[src/hdl/srtf_pkg.sv]
// ----------------------------------------------------------------------------
// SRTF scheduler package
// Field widths, request codes, the candidate word passed along the cell chain
// and the control state type shared by the scheduler modules.
// ----------------------------------------------------------------------------
package srtf_pkg;

    // Field widths of the request and result words.
    localparam int SLOT_W  = 4;
    localparam int ID_W    = 16;
    localparam int TIME_W  = 32;
    localparam int BURST_W = 16;

    // Default table depth.
    localparam int DEF_MAX_TASKS = 16;

    // Saturating pending count carried along the chain: 0, 1 or "two or more".
    localparam int          PEND_W   = 2;
    localparam logic [1:0]  PEND_MAX = 2'd2;

    // Request type codes.
    localparam logic REQ_LOAD = 1'b0;
    localparam logic REQ_TICK = 1'b1;

    // Best task seen so far, handed from cell to cell.
    typedef struct packed {
        logic               found;
        logic [BURST_W-1:0] rem;
        logic [TIME_W-1:0]  arr;
        logic [ID_W-1:0]    id;
        logic [SLOT_W-1:0]  slot;
        logic [PEND_W-1:0]  pend;
    } t_cand;

    // Slot load command broadcast to all cells.
    typedef struct packed {
        logic               en;
        logic [SLOT_W-1:0]  slot;
        logic [ID_W-1:0]    id;
        logic [TIME_W-1:0]  arr;
        logic [BURST_W-1:0] burst;
    } t_load;

    // Run update broadcast to all cells at the end of a tick.
    typedef struct packed {
        logic              en;
        logic [SLOT_W-1:0] slot;
    } t_upd;

    // Control sequencer states.
    typedef enum logic [1:0] {
        ST_IDLE,
        ST_SCAN,
        ST_UPD
    } t_state;

endpackage

[src/hdl/srtf_req_if.sv]
// ----------------------------------------------------------------------------
// SRTF request channel
// Valid/ready channel carrying one request word: a slot load or a time tick.
// ----------------------------------------------------------------------------
interface srtf_req_if import srtf_pkg::*; ();

    logic               valid;
    logic               ready;
    logic               req_type;
    logic [SLOT_W-1:0]  slot;
    logic [ID_W-1:0]    task_id;
    logic [TIME_W-1:0]  arrival;
    logic [BURST_W-1:0] burst;

    modport source (output valid, output req_type, output slot, output task_id,
                    output arrival, output burst, input ready);
    modport sink   (input valid, input req_type, input slot, input task_id,
                    input arrival, input burst, output ready);

endinterface

[src/hdl/srtf_res_if.sv]
// ----------------------------------------------------------------------------
// SRTF result channel
// Valid/ready channel carrying one result word per tick.
// ----------------------------------------------------------------------------
interface srtf_res_if import srtf_pkg::*; ();

    logic               valid;
    logic               ready;
    logic [TIME_W-1:0]  tick_time;
    logic               idle;
    logic [SLOT_W-1:0]  run_slot;
    logic [ID_W-1:0]    run_id;
    logic [BURST_W-1:0] remaining_after;
    logic               finished;
    logic               all_done;

    modport source (output valid, output tick_time, output idle, output run_slot,
                    output run_id, output remaining_after, output finished,
                    output all_done, input ready);
    modport sink   (input valid, input tick_time, input idle, input run_slot,
                    input run_id, input remaining_after, input finished,
                    input all_done, output ready);

endinterface

[src/hdl/srtf_preemptive_scheduler.sv]
// ----------------------------------------------------------------------------
// SRTF preemptive scheduler
// Shortest-remaining-time-first task table built as a chain of slot cells.
//
// Usage: requests arrive on i_req (valid/ready). A load word (req_type 0)
// writes one table slot and gives no result; a load to a slot beyond the
// table is dropped. A tick word (req_type 1) starts a scan in which the
// best candidate moves one cell down the chain per cycle until it has
// passed all MAX_TASKS cells and the pick is known. The update state then
// commits the run and writes the result word to the output register on
// o_res. No new word is taken until the tick is through; one tick is
// handled at a time.
// The output register lets a load or the next tick be taken while a result
// waits; if the receiver stalls, a finished scan holds in its commit cycle
// until the register frees. Reset empties the table, clears the time
// counter and drops any pending result.
// ----------------------------------------------------------------------------
module srtf_preemptive_scheduler import srtf_pkg::*; #(
    parameter int MAX_TASKS = DEF_MAX_TASKS
) (
    input  logic       i_clk,
    input  logic       i_rst_n,
    srtf_req_if.sink   i_req,
    srtf_res_if.source o_res
);

    localparam int CNT_W = (MAX_TASKS > 1) ? $clog2(MAX_TASKS) : 1;

    t_state             r_state;
    t_state             n_state;
    logic [CNT_W-1:0]   r_cnt;
    logic [TIME_W-1:0]  r_now;

    logic               r_out_valid;
    logic [TIME_W-1:0]  r_out_time;
    logic               r_out_idle;
    logic [SLOT_W-1:0]  r_out_slot;
    logic [ID_W-1:0]    r_out_id;
    logic [BURST_W-1:0] r_out_rem;
    logic               r_out_fin;
    logic               r_out_all;

    t_cand              w_chain [MAX_TASKS+1];
    t_cand              pick;
    t_load              load;
    t_upd               upd;
    logic               in_ready;
    logic               accept;
    logic               scan_last;
    logic               commit;
    logic               fin;

    assign accept    = i_req.valid && in_ready;
    assign scan_last = (r_cnt == CNT_W'(MAX_TASKS - 1));
    assign pick      = w_chain[MAX_TASKS];
    assign fin       = pick.found && (pick.rem == BURST_W'(1));

    // Next state.
    always_comb begin
        n_state = r_state;
        case (r_state)
            ST_IDLE: begin
                if (accept && (i_req.req_type == REQ_TICK)) begin
                    n_state = ST_SCAN;
                end
            end
            ST_SCAN: begin
                if (scan_last) begin
                    n_state = ST_UPD;
                end
            end
            ST_UPD: begin
                if (!r_out_valid || o_res.ready) begin
                    n_state = ST_IDLE;
                end
            end
            default: n_state = ST_IDLE;
        endcase
    end

    // State outputs.
    always_comb begin
        in_ready = 1'b0;
        commit   = 1'b0;
        case (r_state)
            ST_IDLE: in_ready = 1'b1;
            ST_SCAN: ;
            ST_UPD:  commit = !r_out_valid || o_res.ready;
            default: ;
        endcase
    end

    always_ff @(posedge i_clk) begin
        if (!i_rst_n) begin
            r_state <= ST_IDLE;
            r_cnt   <= '0;
            r_now   <= '0;
        end else begin
            r_state <= n_state;
            if (r_state == ST_SCAN) begin
                r_cnt <= r_cnt + CNT_W'(1);
            end else begin
                r_cnt <= '0;
            end
            if (commit) begin
                r_now <= r_now + TIME_W'(1);
            end
        end
    end

    // Load and run broadcasts to the cells.
    always_comb begin
        load.en    = accept && (i_req.req_type == REQ_LOAD);
        load.slot  = i_req.slot;
        load.id    = i_req.task_id;
        load.arr   = i_req.arrival;
        load.burst = i_req.burst;
        upd.en     = commit && pick.found;
        upd.slot   = pick.slot;
    end

    // Cell chain; the head sees no candidate and no pending tasks.
    assign w_chain[0] = '0;

    for (genvar g = 0; g < MAX_TASKS; g++) begin : g_cell
        srtf_cell #(
            .IDX (g)
        ) u_cell (
            .i_clk   (i_clk),
            .i_rst_n (i_rst_n),
            .i_load  (load),
            .i_upd   (upd),
            .i_now   (r_now),
            .i_cand  (w_chain[g]),
            .o_cand  (w_chain[g+1])
        );
    end

    // Result register.
    always_ff @(posedge i_clk) begin
        if (!i_rst_n) begin
            r_out_valid <= 1'b0;
        end else if (commit) begin
            r_out_valid <= 1'b1;
        end else if (o_res.ready) begin
            r_out_valid <= 1'b0;
        end
    end

    always_ff @(posedge i_clk) begin
        if (commit) begin
            r_out_time <= r_now;
            r_out_idle <= !pick.found;
            r_out_slot <= pick.found ? pick.slot : '0;
            r_out_id   <= pick.found ? pick.id : '0;
            r_out_rem  <= pick.found ? (pick.rem - BURST_W'(1)) : '0;
            r_out_fin  <= fin;
            // All done once no other task is pending and the run task, if any, finished.
            r_out_all  <= (pick.pend == '0) || ((pick.pend == PEND_W'(1)) && fin);
        end
    end

    assign i_req.ready           = in_ready;
    assign o_res.valid           = r_out_valid;
    assign o_res.tick_time       = r_out_time;
    assign o_res.idle            = r_out_idle;
    assign o_res.run_slot        = r_out_slot;
    assign o_res.run_id          = r_out_id;
    assign o_res.remaining_after = r_out_rem;
    assign o_res.finished        = r_out_fin;
    assign o_res.all_done        = r_out_all;

endmodule

[src/hdl/srtf_cell.sv]
// ----------------------------------------------------------------------------
// SRTF task cell
// Holds one table slot. Each cycle it compares its task against the best
// candidate from the previous cell and registers the winner for the next one.
// ----------------------------------------------------------------------------
module srtf_cell import srtf_pkg::*; #(
    parameter int IDX = 0
) (
    input  logic                i_clk,
    input  logic                i_rst_n,
    input  t_load               i_load,
    input  t_upd                i_upd,
    input  logic [TIME_W-1:0]   i_now,
    input  t_cand               i_cand,
    output t_cand               o_cand
);

    logic               r_valid;
    logic               r_done;
    logic [ID_W-1:0]    r_id;
    logic [TIME_W-1:0]  r_arr;
    logic [BURST_W-1:0] r_rem;
    t_cand              r_cand;
    t_cand              n_cand;

    logic load_hit;
    logic upd_hit;
    logic pending;
    logic eligible;
    logic wins;

    // Slot address decode; cells beyond the slot field range are never hit.
    assign load_hit = i_load.en && (32'(i_load.slot) == 32'(IDX));
    assign upd_hit  = i_upd.en && (32'(i_upd.slot) == 32'(IDX));

    // Task state: loads overwrite the slot, a run takes one tick off it.
    always_ff @(posedge i_clk) begin
        if (!i_rst_n) begin
            r_valid <= 1'b0;
            r_done  <= 1'b0;
        end else if (load_hit) begin
            r_valid <= 1'b1;
            r_done  <= (i_load.burst == '0);
        end else if (upd_hit && (r_rem == BURST_W'(1))) begin
            r_done <= 1'b1;
        end
    end

    always_ff @(posedge i_clk) begin
        if (load_hit) begin
            r_id  <= i_load.id;
            r_arr <= i_load.arr;
            r_rem <= i_load.burst;
        end else if (upd_hit) begin
            r_rem <= r_rem - BURST_W'(1);
        end
    end

    // Compare against the incoming candidate; on a full tie the earlier slot keeps it.
    assign pending  = r_valid && !r_done;
    assign eligible = pending && (r_arr <= i_now);

    always_comb begin
        if (!i_cand.found) begin
            wins = 1'b1;
        end else if (r_rem != i_cand.rem) begin
            wins = (r_rem < i_cand.rem);
        end else if (r_arr != i_cand.arr) begin
            wins = (r_arr < i_cand.arr);
        end else begin
            wins = (r_id < i_cand.id);
        end
    end

    always_comb begin
        n_cand = i_cand;
        if (eligible && wins) begin
            n_cand.found = 1'b1;
            n_cand.rem   = r_rem;
            n_cand.arr   = r_arr;
            n_cand.id    = r_id;
            n_cand.slot  = SLOT_W'(IDX);
        end
        if (i_cand.pend == PEND_MAX) begin
            n_cand.pend = PEND_MAX;
        end else begin
            n_cand.pend = i_cand.pend + PEND_W'(pending);
        end
    end

    // Hand the winner on to the next cell.
    always_ff @(posedge i_clk) begin
        r_cand <= n_cand;
    end

    assign o_cand = r_cand;

endmodule
[src/flat_wrapper.sv]
// flat-port wrapper written by rule: the top's interface ports become plain ports
module srtf_preemptive_scheduler_flat import srtf_pkg::*;
#(
    parameter int MAX_TASKS = DEF_MAX_TASKS
)
  (i_clk, i_rst_n, i_req_valid, i_req_req_type, i_req_slot, i_req_task_id, i_req_arrival, i_req_burst, i_req_ready, o_res_valid, o_res_tick_time, o_res_idle, o_res_run_slot, o_res_run_id, o_res_remaining_after, o_res_finished, o_res_all_done, o_res_ready);
  srtf_req_if i_req_i ();
  srtf_res_if o_res_i ();
  input  logic i_clk;
  input  logic i_rst_n;
  input wire logic [$bits(i_req_i.valid)-1:0] i_req_valid;
  input wire logic [$bits(i_req_i.req_type)-1:0] i_req_req_type;
  input wire logic [$bits(i_req_i.slot)-1:0] i_req_slot;
  input wire logic [$bits(i_req_i.task_id)-1:0] i_req_task_id;
  input wire logic [$bits(i_req_i.arrival)-1:0] i_req_arrival;
  input wire logic [$bits(i_req_i.burst)-1:0] i_req_burst;
  output wire logic [$bits(i_req_i.ready)-1:0] i_req_ready;
  output wire logic [$bits(o_res_i.valid)-1:0] o_res_valid;
  output wire logic [$bits(o_res_i.tick_time)-1:0] o_res_tick_time;
  output wire logic [$bits(o_res_i.idle)-1:0] o_res_idle;
  output wire logic [$bits(o_res_i.run_slot)-1:0] o_res_run_slot;
  output wire logic [$bits(o_res_i.run_id)-1:0] o_res_run_id;
  output wire logic [$bits(o_res_i.remaining_after)-1:0] o_res_remaining_after;
  output wire logic [$bits(o_res_i.finished)-1:0] o_res_finished;
  output wire logic [$bits(o_res_i.all_done)-1:0] o_res_all_done;
  input wire logic [$bits(o_res_i.ready)-1:0] o_res_ready;
  assign i_req_i.valid = i_req_valid;
  assign i_req_i.req_type = i_req_req_type;
  assign i_req_i.slot = i_req_slot;
  assign i_req_i.task_id = i_req_task_id;
  assign i_req_i.arrival = i_req_arrival;
  assign i_req_i.burst = i_req_burst;
  assign i_req_ready = i_req_i.ready;
  assign o_res_valid = o_res_i.valid;
  assign o_res_tick_time = o_res_i.tick_time;
  assign o_res_idle = o_res_i.idle;
  assign o_res_run_slot = o_res_i.run_slot;
  assign o_res_run_id = o_res_i.run_id;
  assign o_res_remaining_after = o_res_i.remaining_after;
  assign o_res_finished = o_res_i.finished;
  assign o_res_all_done = o_res_i.all_done;
  assign o_res_i.ready = o_res_ready;
  srtf_preemptive_scheduler #(.MAX_TASKS(MAX_TASKS)) u_core (.i_clk(i_clk), .i_rst_n(i_rst_n), .i_req(i_req_i), .o_res(o_res_i));
endmodule
[config.mk]
export PLATFORM = sky130hd
export DESIGN_NAME = srtf_preemptive_scheduler_flat
export DESIGN_NICKNAME = d
export VERILOG_FILES = /design/src/hdl/srtf_pkg.sv /design/src/hdl/srtf_req_if.sv /design/src/hdl/srtf_res_if.sv /design/src/hdl/srtf_preemptive_scheduler.sv /design/src/hdl/srtf_cell.sv /design/src/flat_wrapper.sv
export SDC_FILE = /design/constraint.sdc
export NUM_CORES = 2
export LEC_CHECK = 0
export ABC_AREA = 1
export ABC_CLOCK_PERIOD_IN_PS = 3400
export BUFFER_PORTS_ARGS = -buffer_cell sky130_fd_sc_hd__buf_2
export CAP_MARGIN = 20
export CORE_MARGIN = 10
export CORE_UTILIZATION = 58
export DETAILED_ROUTE_END_ITERATION = 6
export PLACE_DENSITY = 0.85
export SETUP_SLACK_MARGIN = 0.5
export SLEW_MARGIN = 20
export SYNTH_ARGS = -nofsm -noshare
export SYNTH_HDL_FRONTEND = slang
export SYNTH_SLANG_ARGS = --single-unit
[constraint.sdc]
create_clock -name i_clk -period 3.4 [get_ports i_clk]
set_input_delay 0 -clock i_clk [delete_from_list [all_inputs] [get_ports i_clk]]
set_output_delay 0 -clock i_clk [all_outputs]
set_load 0.005 [all_outputs]
==> flow_metrics.tcl <==
set metrics [dict create \
    syn-num-nets 15100 \
    dp_cells 16200 \
    htree_levels 4 \
    final-max-slew-violation-count 0 \
    stdcell_count 16700 \
    rr_endpoint "u_core.g_cell[13].u_cell.o_cand[7]$_DFF_P_" \
    clk_pin_slew_worst_paths_ns 0.06 \
    utilization_pct 65.5 \
    critPathCaptureType "flip-flop" \
    finalCritPeriodShare_pct 88.3 \
    layout_commonest_cell "nand2_1" \
    startpoint_type "flip-flop" \
    hold_depth 4 \
    drt_iter0_drc 9741 \
    final_nets 15500 \
    core_area_sq_um 202000 \
    layout_common_cells "3747 x nand2_1, 1642 x inv_1, 1505 x ha_1" \
    clock_path_buffers 3 \
    rr_worst_depth 15 \
    arrival_ns 3.81 \
    area_delta_synth_final_pct 12.4 \
    cp-endpoint "u_core.g_cell[13].u_cell.o_cand[7]$_DFF_P_" \
    path_class "reg2reg" \
    fmax_ghz 0.333 \
    cts_buffers 222 \
    hp-class "in2reg" \
    timing.hold.ws_ns 0.0837 \
    clock_skew_ns 0.0404 \
    antenna_found_initial 10 \
    dieArea_sq_um 221000 \
    crit_required_ns 4.21 \
    violations "design-rule violations" \
    root_buffer "clkbuf_16" \
    yosys_most_used_dff "dfxtp_1" \
    grt_max_degree 69 \
    drive_gt1_share_pct 7.14 \
    ant_nets 0 \
    synthDistinctLibCells 53 \
    cts_sinks 2254 \
    fill_cells 14800 \
    grt_pass1_vias 90600 \
    worstSetupStartpoint "u_core.r_now[28]$_SDFFE_PN0P_" \
    routed_wl_microns 317000 \
    grt_overflow 0 \
    viasPerCell 5.69 \
    rsz0062_at_grt "yes" \
    start_util_pct 58.2 \
    async_flop_share_pct 0 \
    hold_violations 0 \
    setup-tns-final_ns 0 \
    peakVddDrop_mv 0.522 \
    worst_pin_slew_ns 1.09 \
    first_pass_iters 7 \
    cts_tree "built" \
    finalSetupViolCount 0 \
    drc 1 \
    r2r_slack_ns 0.40 \
    dp.final_hpwl_microns 229000 \
    clock_latency_ns 0.88 \
    io_buffers 145 \
    grt_pass1_wl_microns 477000 \
    die_h_microns 470 \
    timing.slew.headroom_pct 27.1 \
    leakagePower_nw 56.6 \
    num_vias 95200 \
    synth-edff-count 1095 \
    synth_area_per_cell_sq_um 8.71 \
    yosysWarnings 0 \
    yosysSeqAreaShare_pct 47.7 \
    syn_inst 13500 \
    die_x_microns 470 \
    status "finished, violations left" \
    cap_violations 0 \
    netlist_area_sq_um 118000 \
    min_period_ns 3.00 \
    p_per_area_nw_per_um2 422 \
    cp_max_fo 16 \
    synth_seq_cells 2254 \
    gp_congestion 0.984 \
    ios 146 \
    wl_per_cell_microns 18.9 \
    r2r_start "u_core.r_now[28]$_SDFFE_PN0P_" \
    rows 165 \
    grt_usage_pct 26.6 \
]
==> where the power goes <==
part | leakage, nW | internal [mW] | switching [mW] | total (mW)
combinational | 33.7 | 0.609 | 1.30 | 1.91
clock | 3.68 | 14.3 | 10.6 | 24.9
sequential | 19.2 | 28.7 | 0.239 | 29.0
total | 56.6 | 43.7 | 12.1 | 55.8
==> cell families after synthesis <==
logic type / synth area share, %
XOR/XNOR: 1.20
flip-flops: 47.7
adder cells (fa/ha/maj): 16.0
AO/OA/AOI/OAI: 6.73
buffers and inverters: 7.04
AND/OR/NAND/NOR: 21.3
==> layer usage <==
metal  track usage (%)  vias up  share of wire, %
li1                  -    45400                 -
met1              33.6    44100                39
met2              43.4     4607                45
met3              4.18     1157               8.5
met4              15.0        2               7.0
met5                 0        -            0.0041
==> cell usage after synthesis, types with 66 or more instances <==
| cell | number | area (sq um) |
|---|---|---|
| nand3_1 | 1080 | 5410 |
| buf_2 | 199 | 996 |
| clkbuf_1 | 106 | 398 |
| xor2_1 | 112 | 981 |
| dfxtp_1 | 1159 | 23200 |
| inv_1 | 1663 | 6240 |
| a21oi_1 | 721 | 3610 |
| nor3_1 | 111 | 556 |
| edfxtp_1 | 1095 | 32900 |
| nor2_1 | 840 | 3150 |
| nand2_1 | 3804 | 14300 |
| o21a_1 | 66 | 495 |
| ha_1 | 1508 | 18900 |
| nand4_1 | 107 | 669 |
| o21ai_0 | 457 | 2290 |
==> flip-flops by register name (all words and copies together), names as in the netlist, 2 cells and up <==
name,cells
u_core.r_cnt,4
u_core.g_cell.u_cell.r_done,16
u_core.g_cell.u_cell.r_arr,512
u_core.o_res.tick_time,32
u_core.r_now,32
u_core.g_cell.u_cell.r_id,256
u_core.o_res.run_id,16
u_core.o_res.run_slot,4
u_core.r_state,2
u_core.g_cell.u_cell.o_cand,1088
u_core.g_cell.u_cell.r_rem,256
u_core.g_cell.u_cell.r_valid,16
u_core.o_res.remaining_after,16
==> cell type report <==
type                       instances  area (sq um)  share of cell area (%)
sequential                      2254         56100                    42.4
multi-input combinational       9198         53900                    40.8
clock buffer                     311          6340                    4.79
inverter                        1671          6330                    4.79
timing repair buffer             524          5050                    3.82
tap                             2672          3340                    2.53
clock inverter                   112          1110                   0.842
antenna                            5          12.5                 0.00946
==> what timing repair did <==
item | 4_1_cts | 5_1_grt
gates cloned | 1 | 21
endpoints found under the hold margin | 1191 | 0
hold buffers | 82 | 0
gates resized for setup | 45 | 145
buffers inserted | 11 | 27
pin swaps | 9 | 33
endpoints found under the setup margin | 651 | 991
==> per-stage QoR <==
stage | cell area (sq um) | power [mW] | setup slack (ns)
after global placement | 122000 | 31.2 | 0.219
after global routing | 132000 | 57.3 | 0.311
after detailed placement | 122000 | 31.3 | 0.144
after CTS | 131000 | 55.8 | 0.503
after floorplan | 118000 | 30.5 | 0.295
final | 132000 | 55.8 | 0.398
==> critical path, cell delays in order, from the launching register on <==
cell,delay (ns)
dfxtp_2,0.35
clkinvlp_4,0.11
buf_6,0.14
buf_6,0.13
ha_1,0.30
nand2_2,0.07
nor2_4,0.12
nand4_1,0.24
nor3_2,0.32
nand4_1,0.21
a21boi_4,0.25
buf_12,0.16
buf_6,0.16
clkbuf_16,0.19
nand3_1,0.10
nand2_1,0.11
==> worst min-delay path by stage <==
stage	from	endpoint	slack, ns
after detailed placement	o_res_ready	u_core.o_res.valid$_SDFFE_PN0P_	0.31
after global placement	o_res_ready	u_core.o_res.valid$_SDFFE_PN0P_	0.30
final	i_req_burst[13]	u_core.g_cell[15].u_cell.r_rem[13]$_DFFE_PP_	0.08
after global routing	i_req_burst[13]	u_core.g_cell[15].u_cell.r_rem[13]$_DFFE_PP_	0.09
after floorplan	i_req_arrival[0]	u_core.g_cell[0].u_cell.r_arr[0]$_DFFE_PP_	0.1
after CTS	i_req_burst[13]	u_core.g_cell[15].u_cell.r_rem[13]$_DFFE_PP_	0.06
Power figures use the tool's default switching activity.
